$ cat src/assert_macros.svh
// ---------------------------------------------------------------------------
// assert_macros.svh
// Assertion helpers shared by the RTL; empty under synthesis.
// ---------------------------------------------------------------------------
`ifndef ASSERT_MACROS_SVH
`define ASSERT_MACROS_SVH
`ifndef SYNTHESIS
`define SSLC_ASSERT(lbl, clk, rstn, prop) \
    lbl: assert property (@(posedge clk) disable iff (!rstn) prop) \
        else $error("sslc assertion failed");
`define SSLC_NEVER(lbl, clk, rstn, cond) \
    lbl: assert property (@(posedge clk) disable iff (!rstn) !(cond)) \
        else $error("sslc forbidden condition seen");
`else
`define SSLC_ASSERT(lbl, clk, rstn, prop)
`define SSLC_NEVER(lbl, clk, rstn, cond)
`endif
`endif

$ cat src/sslc_pkg.sv
// ---------------------------------------------------------------------------
// sslc_pkg
// Types, constants and helpers of the spline segment leap cost block.
// ---------------------------------------------------------------------------
package sslc_pkg;

    localparam int MaxDimsDef = 8;
    localparam int PosW       = 32;
    localparam int TauW       = 24;
    localparam int CostW      = 64;
    localparam int AddrW      = 3;

    // register index (paddr[AddrW-1:2])
    localparam logic RegOptLastVel = 1'b0;

    localparam logic [6:0] DivLastStep  = 7'd127;
    localparam logic [6:0] SqrtLastStep = 7'd63;

    typedef struct packed {
        logic [CostW-1:0] sd;
        logic [CostW-1:0] sv;
        logic [TauW-1:0]  tau;
        logic             ls;
    } job_t;

    typedef enum logic [2:0] {
        F_IDLE, F_MUL, F_RND, F_SQ, F_ACC
    } front_state_t;

    typedef enum logic [3:0] {
        B_IDLE, B_CUBE1, B_CUBE2, B_DIVA, B_SQA, B_DIVB, B_SQB, B_SUM, B_SQR, B_OUT
    } back_state_t;

    function automatic logic [CostW-1:0] sat_add(input logic [CostW-1:0] a,
                                                 input logic [CostW-1:0] b);
        logic [CostW:0] s;
        s = {1'b0, a} + {1'b0, b};
        return s[CostW] ? {CostW{1'b1}} : s[CostW-1:0];
    endfunction

endpackage

$ cat src/sslc_queue.sv
// ---------------------------------------------------------------------------
// sslc_queue
// Two-entry job queue between the front and the back.
// ---------------------------------------------------------------------------
module sslc_queue (
    input  logic           aclk,
    input  logic           aresetn,
    input  logic           push_valid,
    output logic           push_ready,
    input  sslc_pkg::job_t push_job,
    output logic           pop_valid,
    input  logic           pop_ready,
    output sslc_pkg::job_t pop_job
);

    sslc_pkg::job_t entry_reg [2];
    logic           wr_ptr_reg, rd_ptr_reg;
    logic [1:0]     count_reg;
    logic           do_push, do_pop;

    assign push_ready = (count_reg != 2'd2);
    assign pop_valid  = (count_reg != 2'd0);
    assign pop_job    = entry_reg[rd_ptr_reg];
    assign do_push    = push_valid && push_ready;
    assign do_pop     = pop_valid && pop_ready;

    always_ff @(posedge aclk) begin
        if (!aresetn) begin
            wr_ptr_reg <= 1'b0;
            rd_ptr_reg <= 1'b0;
            count_reg  <= 2'd0;
        end else begin
            if (do_push) wr_ptr_reg <= !wr_ptr_reg;
            if (do_pop)  rd_ptr_reg <= !rd_ptr_reg;
            count_reg <= count_reg + {1'b0, do_push} - {1'b0, do_pop};
        end
    end

    always_ff @(posedge aclk) begin
        if (do_push) entry_reg[wr_ptr_reg] <= push_job;
    end

endmodule

$ cat config.mk
export PLATFORM = sky130hd
export DESIGN_NAME = sslc_queue
export DESIGN_NICKNAME = d
export VERILOG_FILES = /design/src/assert_macros.svh /design/src/sslc_pkg.sv /design/src/sslc_queue.sv
export SDC_FILE = /design/constraint.sdc
export NUM_CORES = 1
export LEC_CHECK = 0
export BUFFER_PORTS_ARGS = -buffer_cell sky130_fd_sc_hd__buf_2
export CORE_MARGIN = 2
export CORE_UTILIZATION = 40
export CTS_CLUSTER_SIZE = 25
export DETAILED_ROUTE_END_ITERATION = 8
export MAX_ROUTING_LAYER = met4
export PLACE_DENSITY_LB_ADDON = 0.15
export SLEW_MARGIN = 25
export SYNTH_ARGS = -nofsm -noshare
export SYNTH_HDL_FRONTEND = slang
export SYNTH_SLANG_ARGS = --single-unit
$ cat constraint.sdc
create_clock -name aclk -period 7.2 [get_ports aclk]
set_input_delay 0.36 -clock aclk [delete_from_list [all_inputs] [get_ports aclk]]
set_output_delay 0.36 -clock aclk [all_outputs]
set_load 0.01 [all_outputs]
Word level (Yosys, flattened, before mapping). Memory sizes are Yosys's and may differ from the RTL's. A register that Yosys moved wholly into a read port is not among the register bits. Index checks and enable logic that the tools add are counted.

ROM bits: 0. Latch bits: 0. Memory bits (writable): 306. Bits of input ports: 157. Flip-flop bits (word level): 4. Memories: 1.

Memory list: entry_reg (depth 2, bits a word 153, rd ports 1, clocked after Yosys merged registers in 1, write ports 1, line sslc_queue.sv:16) `sslc_pkg::job_t entry_reg [2];`.

Div/mod/pow operators: 0. Shift-type cells: 0. Order comparisons: 0. Add/sub/neg operators: 2. Bitwise gates (word level): 0. Mux-type cells: 4. Multiply operators: 0. Equal/unequal tests: 1. Reduce and logical (&&, ||, !) cells: 5.

Operators with widths (count): 1-bit 2-to-1 mux (4); 2-bit by 1-bit adder with 2-bit output (1); 1-bit logical AND (2); 1-bit logical NOT (2); 2-bit != test (second input constant) (1); 2-bit nonzero test (1); 2-bit by 1-bit subtractor with 2-bit output (1).

Longest topological paths before layout. Gate-level depths: netlist of run 1.

Word-level depth: 4. Gate-level depth with buffers: 6. Mapped depth without buffers: 6.

Worst setup path after synthesis of run 1. Ideal clock, no wire load.

Path type: register -> register. From: register count_reg[0]. To: memory entry_reg[1][0] in the netlist's numbering, enable pin. Arrival: 4.194 ns. Cell stages (with the launch flop): 3. Setup slack: 2.475 ns. Setup time: 0.532 ns. Buffers on the path: 0. Data required time: 6.668 ns. Cells stage by stage: dfxtp_1 nand2b_1 and3_1.

Longest elaborated chain between the ends: 4.

Ends and longest elaborated chain: start: declaration (line sslc_queue.sv:18) `logic [1:0] count_reg;`; start signal: assignment (line sslc_queue.sv:35) `count_reg <= count_reg + {1'b0, do_push} - {1'b0, do_pop};`; 2-bit != test (line sslc_queue.sv:21) `assign push_ready = (count_reg != 2'd2);`; net push_ready (line sslc_queue.sv:9) `output logic push_ready,`; 1-bit logical AND (line sslc_queue.sv:24) `assign do_push = push_valid && push_ready;`; 1-bit 2-to-1 mux (line sslc_queue.sv:40) `if (do_push) entry_reg[wr_ptr_reg] <= push_job;`; 1-bit 2-to-1 mux (not written as such) (line sslc_queue.sv:40); end: declaration (line sslc_queue.sv:16).

The timed path passes the listed nets, and every way through them passes these cells.

==> impl_metrics.yaml, run 1 <==
layout:
  final_cell_mix: "311 x buf_2, 306 x edfxtp_1, 83 x mux2_2, 70 x mux2_4, 37 x clkbuf_16"
  post-route-util_pct: 51.1
  largest_reg_flops: 306
  drive_above_1_share_pct: 60.0
  final_common_cell: "buf_2"
  area_delta_synth_final_pct: 26.3
  nNetsFinal: 1001
floorplan:
  start_util_pct: 40.4
  num_rows: 62
  coreArea_sq_um: 28600
  dieArea_sq_um: 30300
  die_y_um: 174
  die_w_um: 174
  ios: 312
outcome:
  status: "complete, no violations"
route:
  drtIter0Drc: 278
  drc: 0
  drtPass1Iterations: 4
  vias_per_cell: 4.67
  final_antenna_net_count: 0
  vias: 5861
  drt-total-wl_mm: 22.8
  routedWlPerCell_um: 18.1
power_and_ir_drop:
  clkPwrFrac_pct: 33.3
  cell_internal_pwr_mw: 3.66
  power_mw: 4.85
  switchingPower_mw: 1.19
  powerDensity_nw_per_um2: 332
  vdd_drop_max_v: 0.000222
  seqPwrFrac_pct: 46.7
  power_frac_comb_pct: 20.0
  p_leak_nw: 5.56
  switching_share_pct: 24.6
sta:
  grt_setup_unrepaired: "no"
  holdWs_ns: 0.0525
  finalCritPeriodShare_pct: 40.5
  maxSlewViolCount: 0
  max_slew.worst_pin.slew_ns: 0.975
  fin_skew_ns: 0.0117
  max_slew_margin_pct: 35.0
  fin_crit_ns: 2.91
  setup_viol: 0
  hold_viol: 0
  clock.fmax_ghz: 0.343
  finalSetupTns_ns: 0
hold_path:
  hold_class: "in -> reg"
flow_run:
  maxCapViolCount: 0
yosys:
  avgSynthCellArea_sq_um: 22.9
  ys_warn_count: 0
  yosysTopAreaCellShare_pct: 79.4
  yosysTopAreaCell: "edfxtp_1"
  synthTopCellsByArea: "edfxtp_1 79%, mux2_4 9.1%, mux2_2 8.1%, buf_6 0.88%, dfxtp_1 0.86%"
  syn-cell-area_sq_um: 11600
  yosysUniqueCellTypes: 25
  synthCells: 506
  synth_seq_cells: 311
  synth_nets: 664
  ys_seq_area_share_pct: 80.2
critical_path:
  crit_path_end_kind: "output pin"
  critPathKind: "reg -> out"
  start_kind: "flop"
  cp.required_ns: 6.84
  max_stage_delay_ns: 0.79
  crit_arrival_ns: 2.55
  crit_chain: "buf_4 > mux2_2 > buf_2"
  path_buf_inv: 2
  slowest_stage: "buf_4"
  critical_path_peak_fanout: 69
  path_delay_family: "buffers and inverters"
cts:
  clockBufferDepth: 3
  cts_buffers: 35
  clkLatencyLatePin_ns: 0.49
  postCtsSetupRepairBufs: 0
  cts_sinks: 311
  postCtsHoldBufs: 0
  cts_tree: "done"
  root_buffer: "clkbuf_16"
  path_clk_slew_ns: 0.06
  cts_resized: 0
  htree_levels: 2
global_route:
  grt-ovfl-total: 0
  grt_pass1_wl_mm: 34.5
  grt_start_max_net_pins: 78
  grt_usage_pct: 15.1
  first_global_vias: 6329
  grt_antenna_before_repair: 4
place:
  hpwl_mm: 15.1
  port_buffers: 311
  globalplace.congestion: 0.774
## per-stage QoR
| step | worst slack (ns) | instances | instance area [sq um] |
|---|---|---|---|
| detailed placement | 4.20 | 1189 | 13500 |
| floorplan | 2.47 | 506 | 11600 |
| global route | 4.15 | 1256 | 14600 |
| finish | 4.29 | 1256 | 14600 |
| CTS | 3.66 | 1251 | 14600 |
| global placement | 4.26 | 1189 | 13500 |
## final timing paths
| check | start | to | slack, ns | cells past startpoint |
|---|---|---|---|---|
| worst min register to register | rd_ptr_reg | flop | 0.51 | 2 |
| worst min-delay path | push_job[14] | entry_reg[0][14] | 0.05 | 1 |
| worst max-delay path | flop | pop_job[79] | 4.29 | 3 |
| worst max register to register | count_reg[0] | entry_reg[0][121] | 4.75 | 4 |
## cell families after synthesis
logic type               synth area share (%)
AO/OA/AOI/OAI                           0.378
XOR/XNOR                               0.0757
adder cells (fa/ha/maj)                 0.108
buffers and inverters                    1.29
flip-flops                               80.2
multiplexers                             17.2
AND/OR/NAND/NOR                         0.757
## power by group through the flow
stage / sequential [mW] / combinational [mW] / clock [mW]
after detailed placement: 2.34 / 0.951 / 0
after global placement: 2.33 / 0.937 / 0
final: 2.26 / 0.969 / 1.61
after CTS: 2.30 / 0.954 / 1.67
after floorplan: 2.29 / 0.659 / 0
after global routing: 2.28 / 1.05 / 1.74
## area by class of cell
type | count | area [sq um]
Antenna cell | 4 | 10.0
Clock buffer | 48 | 967
Clock inverter | 14 | 87.6
Fill cell | 2352 | 14000
Inverter | 2 | 12.5
Multi-Input combinational cell | 176 | 2140
Sequential cell | 311 | 9290
Tap cell | 384 | 480
Timing Repair Buffer | 317 | 1630
## synth_stat cells
cell type  count
a21bo_2        1
a21oi_1        1
and2_1         1
and2b_1        1
and3_1         2
buf_2          8
buf_6          9
dfxtp_1        5
edfxtp_1     306
ha_1           1
inv_1          2
mux2_2        83
mux2_4        70
nand2b_1       1
nand3_1        1
nand3b_1       1
nor2_1         4
nor3_1         1
nor4_1         1
nor4bb_1       1
o21ai_0        2
o21ba_2        1
o31a_1         1
or2_2          1
xor2_1         1
## layer usage
metal | GRT usage [%] | share of wire, %
met5 | - | 0
met3 | 5.58 | 9.0
met2 | 24.3 | 48
met4 | 4.27 | 1.8
met1 | 17.8 | 41
No activity file was read; power rests on OpenSTA's default activity.
==> run 2: changes to the inputs <==
==> constraint.sdc (replaced) <==
create_clock -name aclk -period 3 [get_ports aclk]
set_input_delay 0.15 -clock aclk [delete_from_list [all_inputs] [get_ports aclk]]
set_output_delay 0.15 -clock aclk [all_outputs]
set_load 0.01 [all_outputs]
==> run 2 against run 1 <==
- routed wire length increased by 6.1%
- non-clock buffer count grew 161
- core utilization is 5.9 points higher
- design area rose by 12%
- clock power grew to 2.5 times the previous value
- first-iteration DRC count grew 22%
- clock skew decreased by 0.0049 ns
- register-to-register slack lost 3.7 ns
- die area is the same
- via count increased by 11%
- critical endpoint is now pop_job[15]
- largest power group unchanged
- highest routed layer unchanged
==> impl_metrics.yaml, run 2 (synthesized netlist as in run 1, its figures left out) <==
sta:
  finalSetupTns_ns: 0
  fin_crit_ns: 2.33
  max_slew_margin_pct: 47.3
  clock.fmax_ghz: 0.430
  holdWs_ns: 0.0784
  max_slew.worst_pin.slew_ns: 0.790
  maxSlewViolCount: 0
  fin_skew_ns: 0.00677
  hold_viol: 0
  setup_viol: 0
  finalCritPeriodShare_pct: 77.6
  grt_setup_unrepaired: "no"
  worst_slack_ns: 0.672
global_route:
  grt_pass1_wl_mm: 37.2
  grt_antenna_before_repair: 0
  grt-ovfl-total: 0
  grt_usage_pct: 16.1
  first_global_vias: 7140
  grt_start_max_net_pins: 120
layout:
  antennaDiodeCount: 0
  seq_area_sq_um: 9300
  final_cell_mix: "311 x buf_2, 306 x edfxtp_1, 154 x dlygate4sd3_1, 83 x mux2_2, 70 x mux2_4"
  num-fill-cells: 2214
  final_common_cell: "buf_2"
  multi_input_area_sq_um: 2150
  area_delta_synth_final_pct: 40.9
  nNetsFinal: 1162
  largest_reg_flops: 306
  drive_above_1_share_pct: 51.7
floorplan:
  num_rows: 62
  coreArea_sq_um: 28600
  start_util_pct: 40.4
  die_w_um: 174
  dieArea_sq_um: 30300
  ios: 312
  die_y_um: 174
critical_path:
  path_buf_inv: 2
  cp.required_ns: 2.85
  worstSetupPathDepth: 3
  crit_arrival_ns: 2.18
  max_stage_delay_ns: 0.81
  r2r_start: "count_reg[0]"
  slowest_stage: "dfxtp_4"
  start_kind: "flop"
  crit_chain: "buf_4 > mux2_2 > buf_2"
  path_delay_family: "flip-flops"
  critPathKind: "reg -> out"
  crit_path_end_kind: "output pin"
  critical_path_peak_fanout: 38
  reg2reg_depth: 3
cts:
  cts_tree: "done"
  htree_levels: 2
  path_clk_slew_ns: 0.05
  clkLatencyLatePin_ns: 0.49
  cts_sinks: 311
  clockBufferDepth: 3
  cts_resized: 0
  cts_buffers: 35
  root_buffer: "clkbuf_16"
power_and_ir_drop:
  switching_share_pct: 24.4
  cell_internal_pwr_mw: 9.11
  seqPwrFrac_pct: 45.3
  vdd_drop_max_v: 0.000425
  p_leak_nw: 6.27
  powerDensity_nw_per_um2: 739
  clkPwrFrac_pct: 33.5
  switchingPower_mw: 2.95
  power_frac_comb_pct: 21.2
route:
  drt-total-wl_mm: 24.2
  drtPass1Iterations: 5
  drc: 0
  routedWlPerCell_um: 17.1
  vias_per_cell: 4.60
  final_antenna_net_count: 0
  drtIter0Drc: 338
  vias: 6482
place:
  globalplace.congestion: 0.772
  hpwl_mm: 15.6
  dp_slack_ns: 1.08
  port_buffers: 311
outcome:
  status: "complete, no violations"
flow_run:
  maxCapViolCount: 0
hold_path:
  worstHoldPathCells: 3
  hold_class: "in -> reg"
  min-delay-start: "push_valid"
run 2: changes by cell type in the layout (fill, tap and decap cells not counted), sizes merged:
cell and change:
buf +7, bufinv +2, clkbuf -5, clkinvlp +1, diode -4, dlygate4sd3 +154
inv -1
run 2: worst paths after layout:
path / to / slack (ns)
worst max-delay path: pop_job[15] / 0.67
worst min-delay path: wr_ptr_reg / 0.08
worst max register to register: entry_reg[1][108] / 1.09
worst min register to register: flop / 0.50
run 2: power by group through the flow:
stage / Combinational (mW) / Clock (mW) / Sequential, mW
detailed placement: 2.42 / 0 / 5.56
global placement: 2.38 / 0 / 5.53
floorplan: 1.59 / 0 / 5.47
CTS: 2.59 / 4.17 / 5.47
finish: 2.55 / 4.04 / 5.46
global route: 2.73 / 4.34 / 5.51
run 2: area by class of cell:
type	count	area share [%]
multi-input combinational	176	13.2
tap	384	2.95
inverter	2	0.0690
clock buffer	43	5.81
clock inverter	16	0.882
timing repair buffer	478	20.1
sequential	311	57.0
run 2: worst min-delay path, cell delays in order:
cell	delay, ns
buf_2	0.16
a21bo_2	0.14
a21oi_1	0.06
run 2: through the flow:
step | util, % | cells | power (mW) | cell area [sq um]
global route | 57.0 | 1410 | 12.6 | 16300
CTS | 57.0 | 1410 | 12.2 | 16300
detailed placement | 47.8 | 1197 | 7.97 | 13700
global placement | 47.8 | 1197 | 7.91 | 13700
finish | 57.0 | 1410 | 12.1 | 16300
floorplan | - | 506 | 7.06 | 11600
run 2: routing by layer:
| metal | wire length (um) | GRT usage (%) | up-vias |
|---|---|---|---|
| met1 | 9960 | 19.4 | 3167 |
| met5 | 0 | - | - |
| li1 | - | - | 3015 |
| met4 | 612 | 5.36 | 0 |
| met2 | 11800 | 26.8 | 253 |
| met3 | 1780 | 3.85 | 47 |
run 2: what timing repair did:
item | 4_1_cts | 5_1_grt
setup buffers | 0 | 0
hold buffers | 154 | 0
hold endpoints to repair | 311 | 0
endpoints found under the setup margin | 0 | 0
==> run 3: changes to the inputs <==
--- a/config.mk
+++ b/config.mk
@@ -5,6 +5,7 @@
 export SDC_FILE = /design/constraint.sdc
 export NUM_CORES = 1
 export LEC_CHECK = 0
+export ABC_AREA = 1
 export BUFFER_PORTS_ARGS = -buffer_cell sky130_fd_sc_hd__buf_2
 export CORE_MARGIN = 2
 export CORE_UTILIZATION = 40
==> constraint.sdc (replaced) <==
create_clock -name aclk -period 2 [get_ports aclk]
set_input_delay 0.1 -clock aclk [delete_from_list [all_inputs] [get_ports aclk]]
set_output_delay 0.1 -clock aclk [all_outputs]
set_load 0.01 [all_outputs]
==> run 3 against run 2 <==
- critical path depth unchanged
- power up 60%
- count of clock-buffer cells in the layout up 1
- flip-flop and latch count unchanged
- sequential share of layout area up 0.066 points
- sequential power up 55%
- combinational power up 86%
- hold slack worse by 0.0084 ns
- synthesized cell count up 1.2%
- core utilization up 0.080 points
- clock power up 51%
- via count down 0.31%
==> impl_metrics.yaml, run 3 <==
cts:
  cts_sinks: 311
  cts_buffers: 34
  root_buffer: "clkbuf_16"
  htree_levels: 2
  path_clk_slew_ns: 0.06
  postCtsSetupRepairBufs: 0
  clkLatencyLatePin_ns: 0.49
  clockBufferDepth: 3
  cts_tree: "done"
layout:
  largest_reg_flops: 306
  final_common_cell: "buf_2"
  final_cell_mix: "311 x buf_2, 306 x edfxtp_1, 155 x dlygate4sd3_1, 83 x mux2_2, 70 x mux2_4"
  nNetsFinal: 1162
  area_delta_synth_final_pct: 41.1
  fin_area_sq_um: 16300
  drive_above_1_share_pct: 51.2
route:
  vias: 6462
  routedWlPerCell_um: 16.7
  drt-total-wl_mm: 23.6
  drc: 0
  vias_per_cell: 4.57
  drtPass1Iterations: 4
  drtIter0Drc: 315
  final_antenna_net_count: 0
place:
  hpwl_mm: 14.6
  globalplace.congestion: 0.770
  port_buffers: 311
  dpl-instance-area_sq_um: 13600
critical_path:
  cp.required_ns: 1.90
  rr_endpoint: "count_reg[1]"
  critical_path_peak_fanout: 62
  r2r_start: "count_reg[1]"
  crit_path_end_kind: "output pin"
  start_kind: "flop"
  crit_arrival_ns: 1.84
  reg2reg_depth: 10
  critPathKind: "reg -> out"
  r2r_slack_ns: 0.34
yosys:
  yosysTopAreaCellShare_pct: 79.6
  avgSynthCellArea_sq_um: 22.6
  synth-edff-count: 306
  yosysUniqueCellTypes: 13
  synthCells: 512
  synth_nets: 670
  ys_warn_count: 0
  yosysTopAreaCell: "edfxtp_1"
  ys.flop_type: "edfxtp_1"
  ys_seq_area_share_pct: 80.4
  syn-cell-area_sq_um: 11500
  ys_async_sr_fraction_pct: 0
  synthTopCellsByArea: "edfxtp_1 80%, mux2_4 9.1%, mux2_2 8.1%, buf_6 0.88%, dfxtp_1 0.87%"
  synth_common_cells: "306 x edfxtp_1, 83 x mux2_2, 70 x mux2_4"
  synth_seq_cells: 311
  synth.most_common_cell: "edfxtp_1"
flow_run:
  maxCapViolCount: 0
sta:
  fin_skew_ns: 0.0175
  finalCritPeriodShare_pct: 96.9
  hold_viol: 0
  max_slew.worst_pin.slew_ns: 0.504
  max_slew_margin_pct: 66.4
  grt_setup_unrepaired: "no"
  holdWs_ns: 0.0699
  clock.fmax_ghz: 0.516
  setup_viol: 0
  fin_crit_ns: 1.94
  maxSlewViolCount: 0
outcome:
  status: "complete, no violations"
global_route:
  first_global_vias: 7043
  grt_antenna_before_repair: 2
  grt_pass1_wl_mm: 36.5
  grt_usage_pct: 15.7
  grt_start_max_net_pins: 83
  grt-ovfl-total: 0
power_and_ir_drop:
  powerDensity_nw_per_um2: 1190
  p_leak_nw: 6.28
  vdd_drop_max_v: 0.000832
  power_mw: 19.3
floorplan:
  die_w_um: 174
  die_y_um: 174
  coreArea_sq_um: 28500
  dieArea_sq_um: 30200
  ios: 312
  num_rows: 62
  start_util_pct: 40.5
hold_path:
  hold_class: "in -> reg"
  min-delay-start: "pop_ready"
  worstHoldPathCells: 5
  min_to: "count_reg[1]"
## run 3: changes by cell type in the layout (fill, tap and decap cells not counted), sizes merged, moves of 2 or more
cell and change:
and3 -2, buf -6, diode +2, inv +6
nand2 +11, nor2 +5, o21ai -2
## run 3: metal layers
layer  global-route usage [%]  part of all wire, %  vias to the layer above
met3                     4.66                  7.6                       50
li1                         -                    -                     3011
met5                        -                    0                        -
met1                     17.8                   39                     3174
met4                     4.83                  2.4                        0
met2                     26.9                   51                      227
## run 3: worst max-delay path by stage
| stage | from | end | slack [ns] | cells past startpoint |
|---|---|---|---|---|
| floorplan | count_reg[0] | entry_reg[1][0] | -1.23 | 4 |
| global placement | count_reg[0] | entry_reg[1][89] | 0.51 | 5 |
| detailed placement | count_reg[1] | count_reg[1] | 0.38 | 10 |
| CTS | flop | pop_job[12] | 0.03 | 3 |
| global route | flop | pop_job[12] | 0.005 | 3 |
| finish | flop | pop_job[12] | 0.06 | 3 |
## run 3: stage by stage
| stage | cells | worst slack (ns) | setup TNS [ns] | utilization (%) |
|---|---|---|---|---|
| floorplan | 512 | -1.23 | -374.30 | - |
| global placement | 1197 | 0.512 | 0 | 47.7 |
| detailed placement | 1197 | 0.385 | 0 | 47.7 |
| CTS | 1413 | 0.0339 | 0 | 57.0 |
| global route | 1415 | 0.00507 | 0 | 57.1 |
| finish | 1415 | 0.0625 | 0 | 57.1 |
## run 3: layout make-up
cell class,instances,area [sq um]
Inverter,7,26.3
Clock buffer,44,952
Tap cell,384,480
Multi-Input combinational cell,177,2120
Timing Repair Buffer,473,3260
Clock inverter,17,156
Antenna cell,2,5.00
Fill cell,2251,12300
Sequential cell,311,9290
## run 3: report_power, final
| group | switching [mW] | internal, mW |
|---|---|---|
| Combinational | 2.40 | 2.34 |
| Clock | 2.35 | 3.74 |
| Sequential | 0.226 | 8.27 |
## run 3: timing repair
action                                 in CTS  in global routing
endpoints found under the hold margin     311                  0
hold buffers                              155                  0
setup endpoints to repair                   0                  3
resized for setup                           0                  1
## run 3: cells by family after synthesis
logic type | share of synthesized area, %
multiplexers | 17.2
buffers and inverters | 1.45
flip-flops | 80.4
AND/OR/NAND/NOR | 0.693
adder cells (fa/ha/maj) | 0.108
XOR/XNOR | 0.0759
AO/OA/AOI/OAI | 0.0433
## run 3: critical path, stage by stage, from the launching register on
cell and delay, ns:
dfxtp_4 0.40, buf_16 0.31, mux2_2 0.40, buf_2 0.14
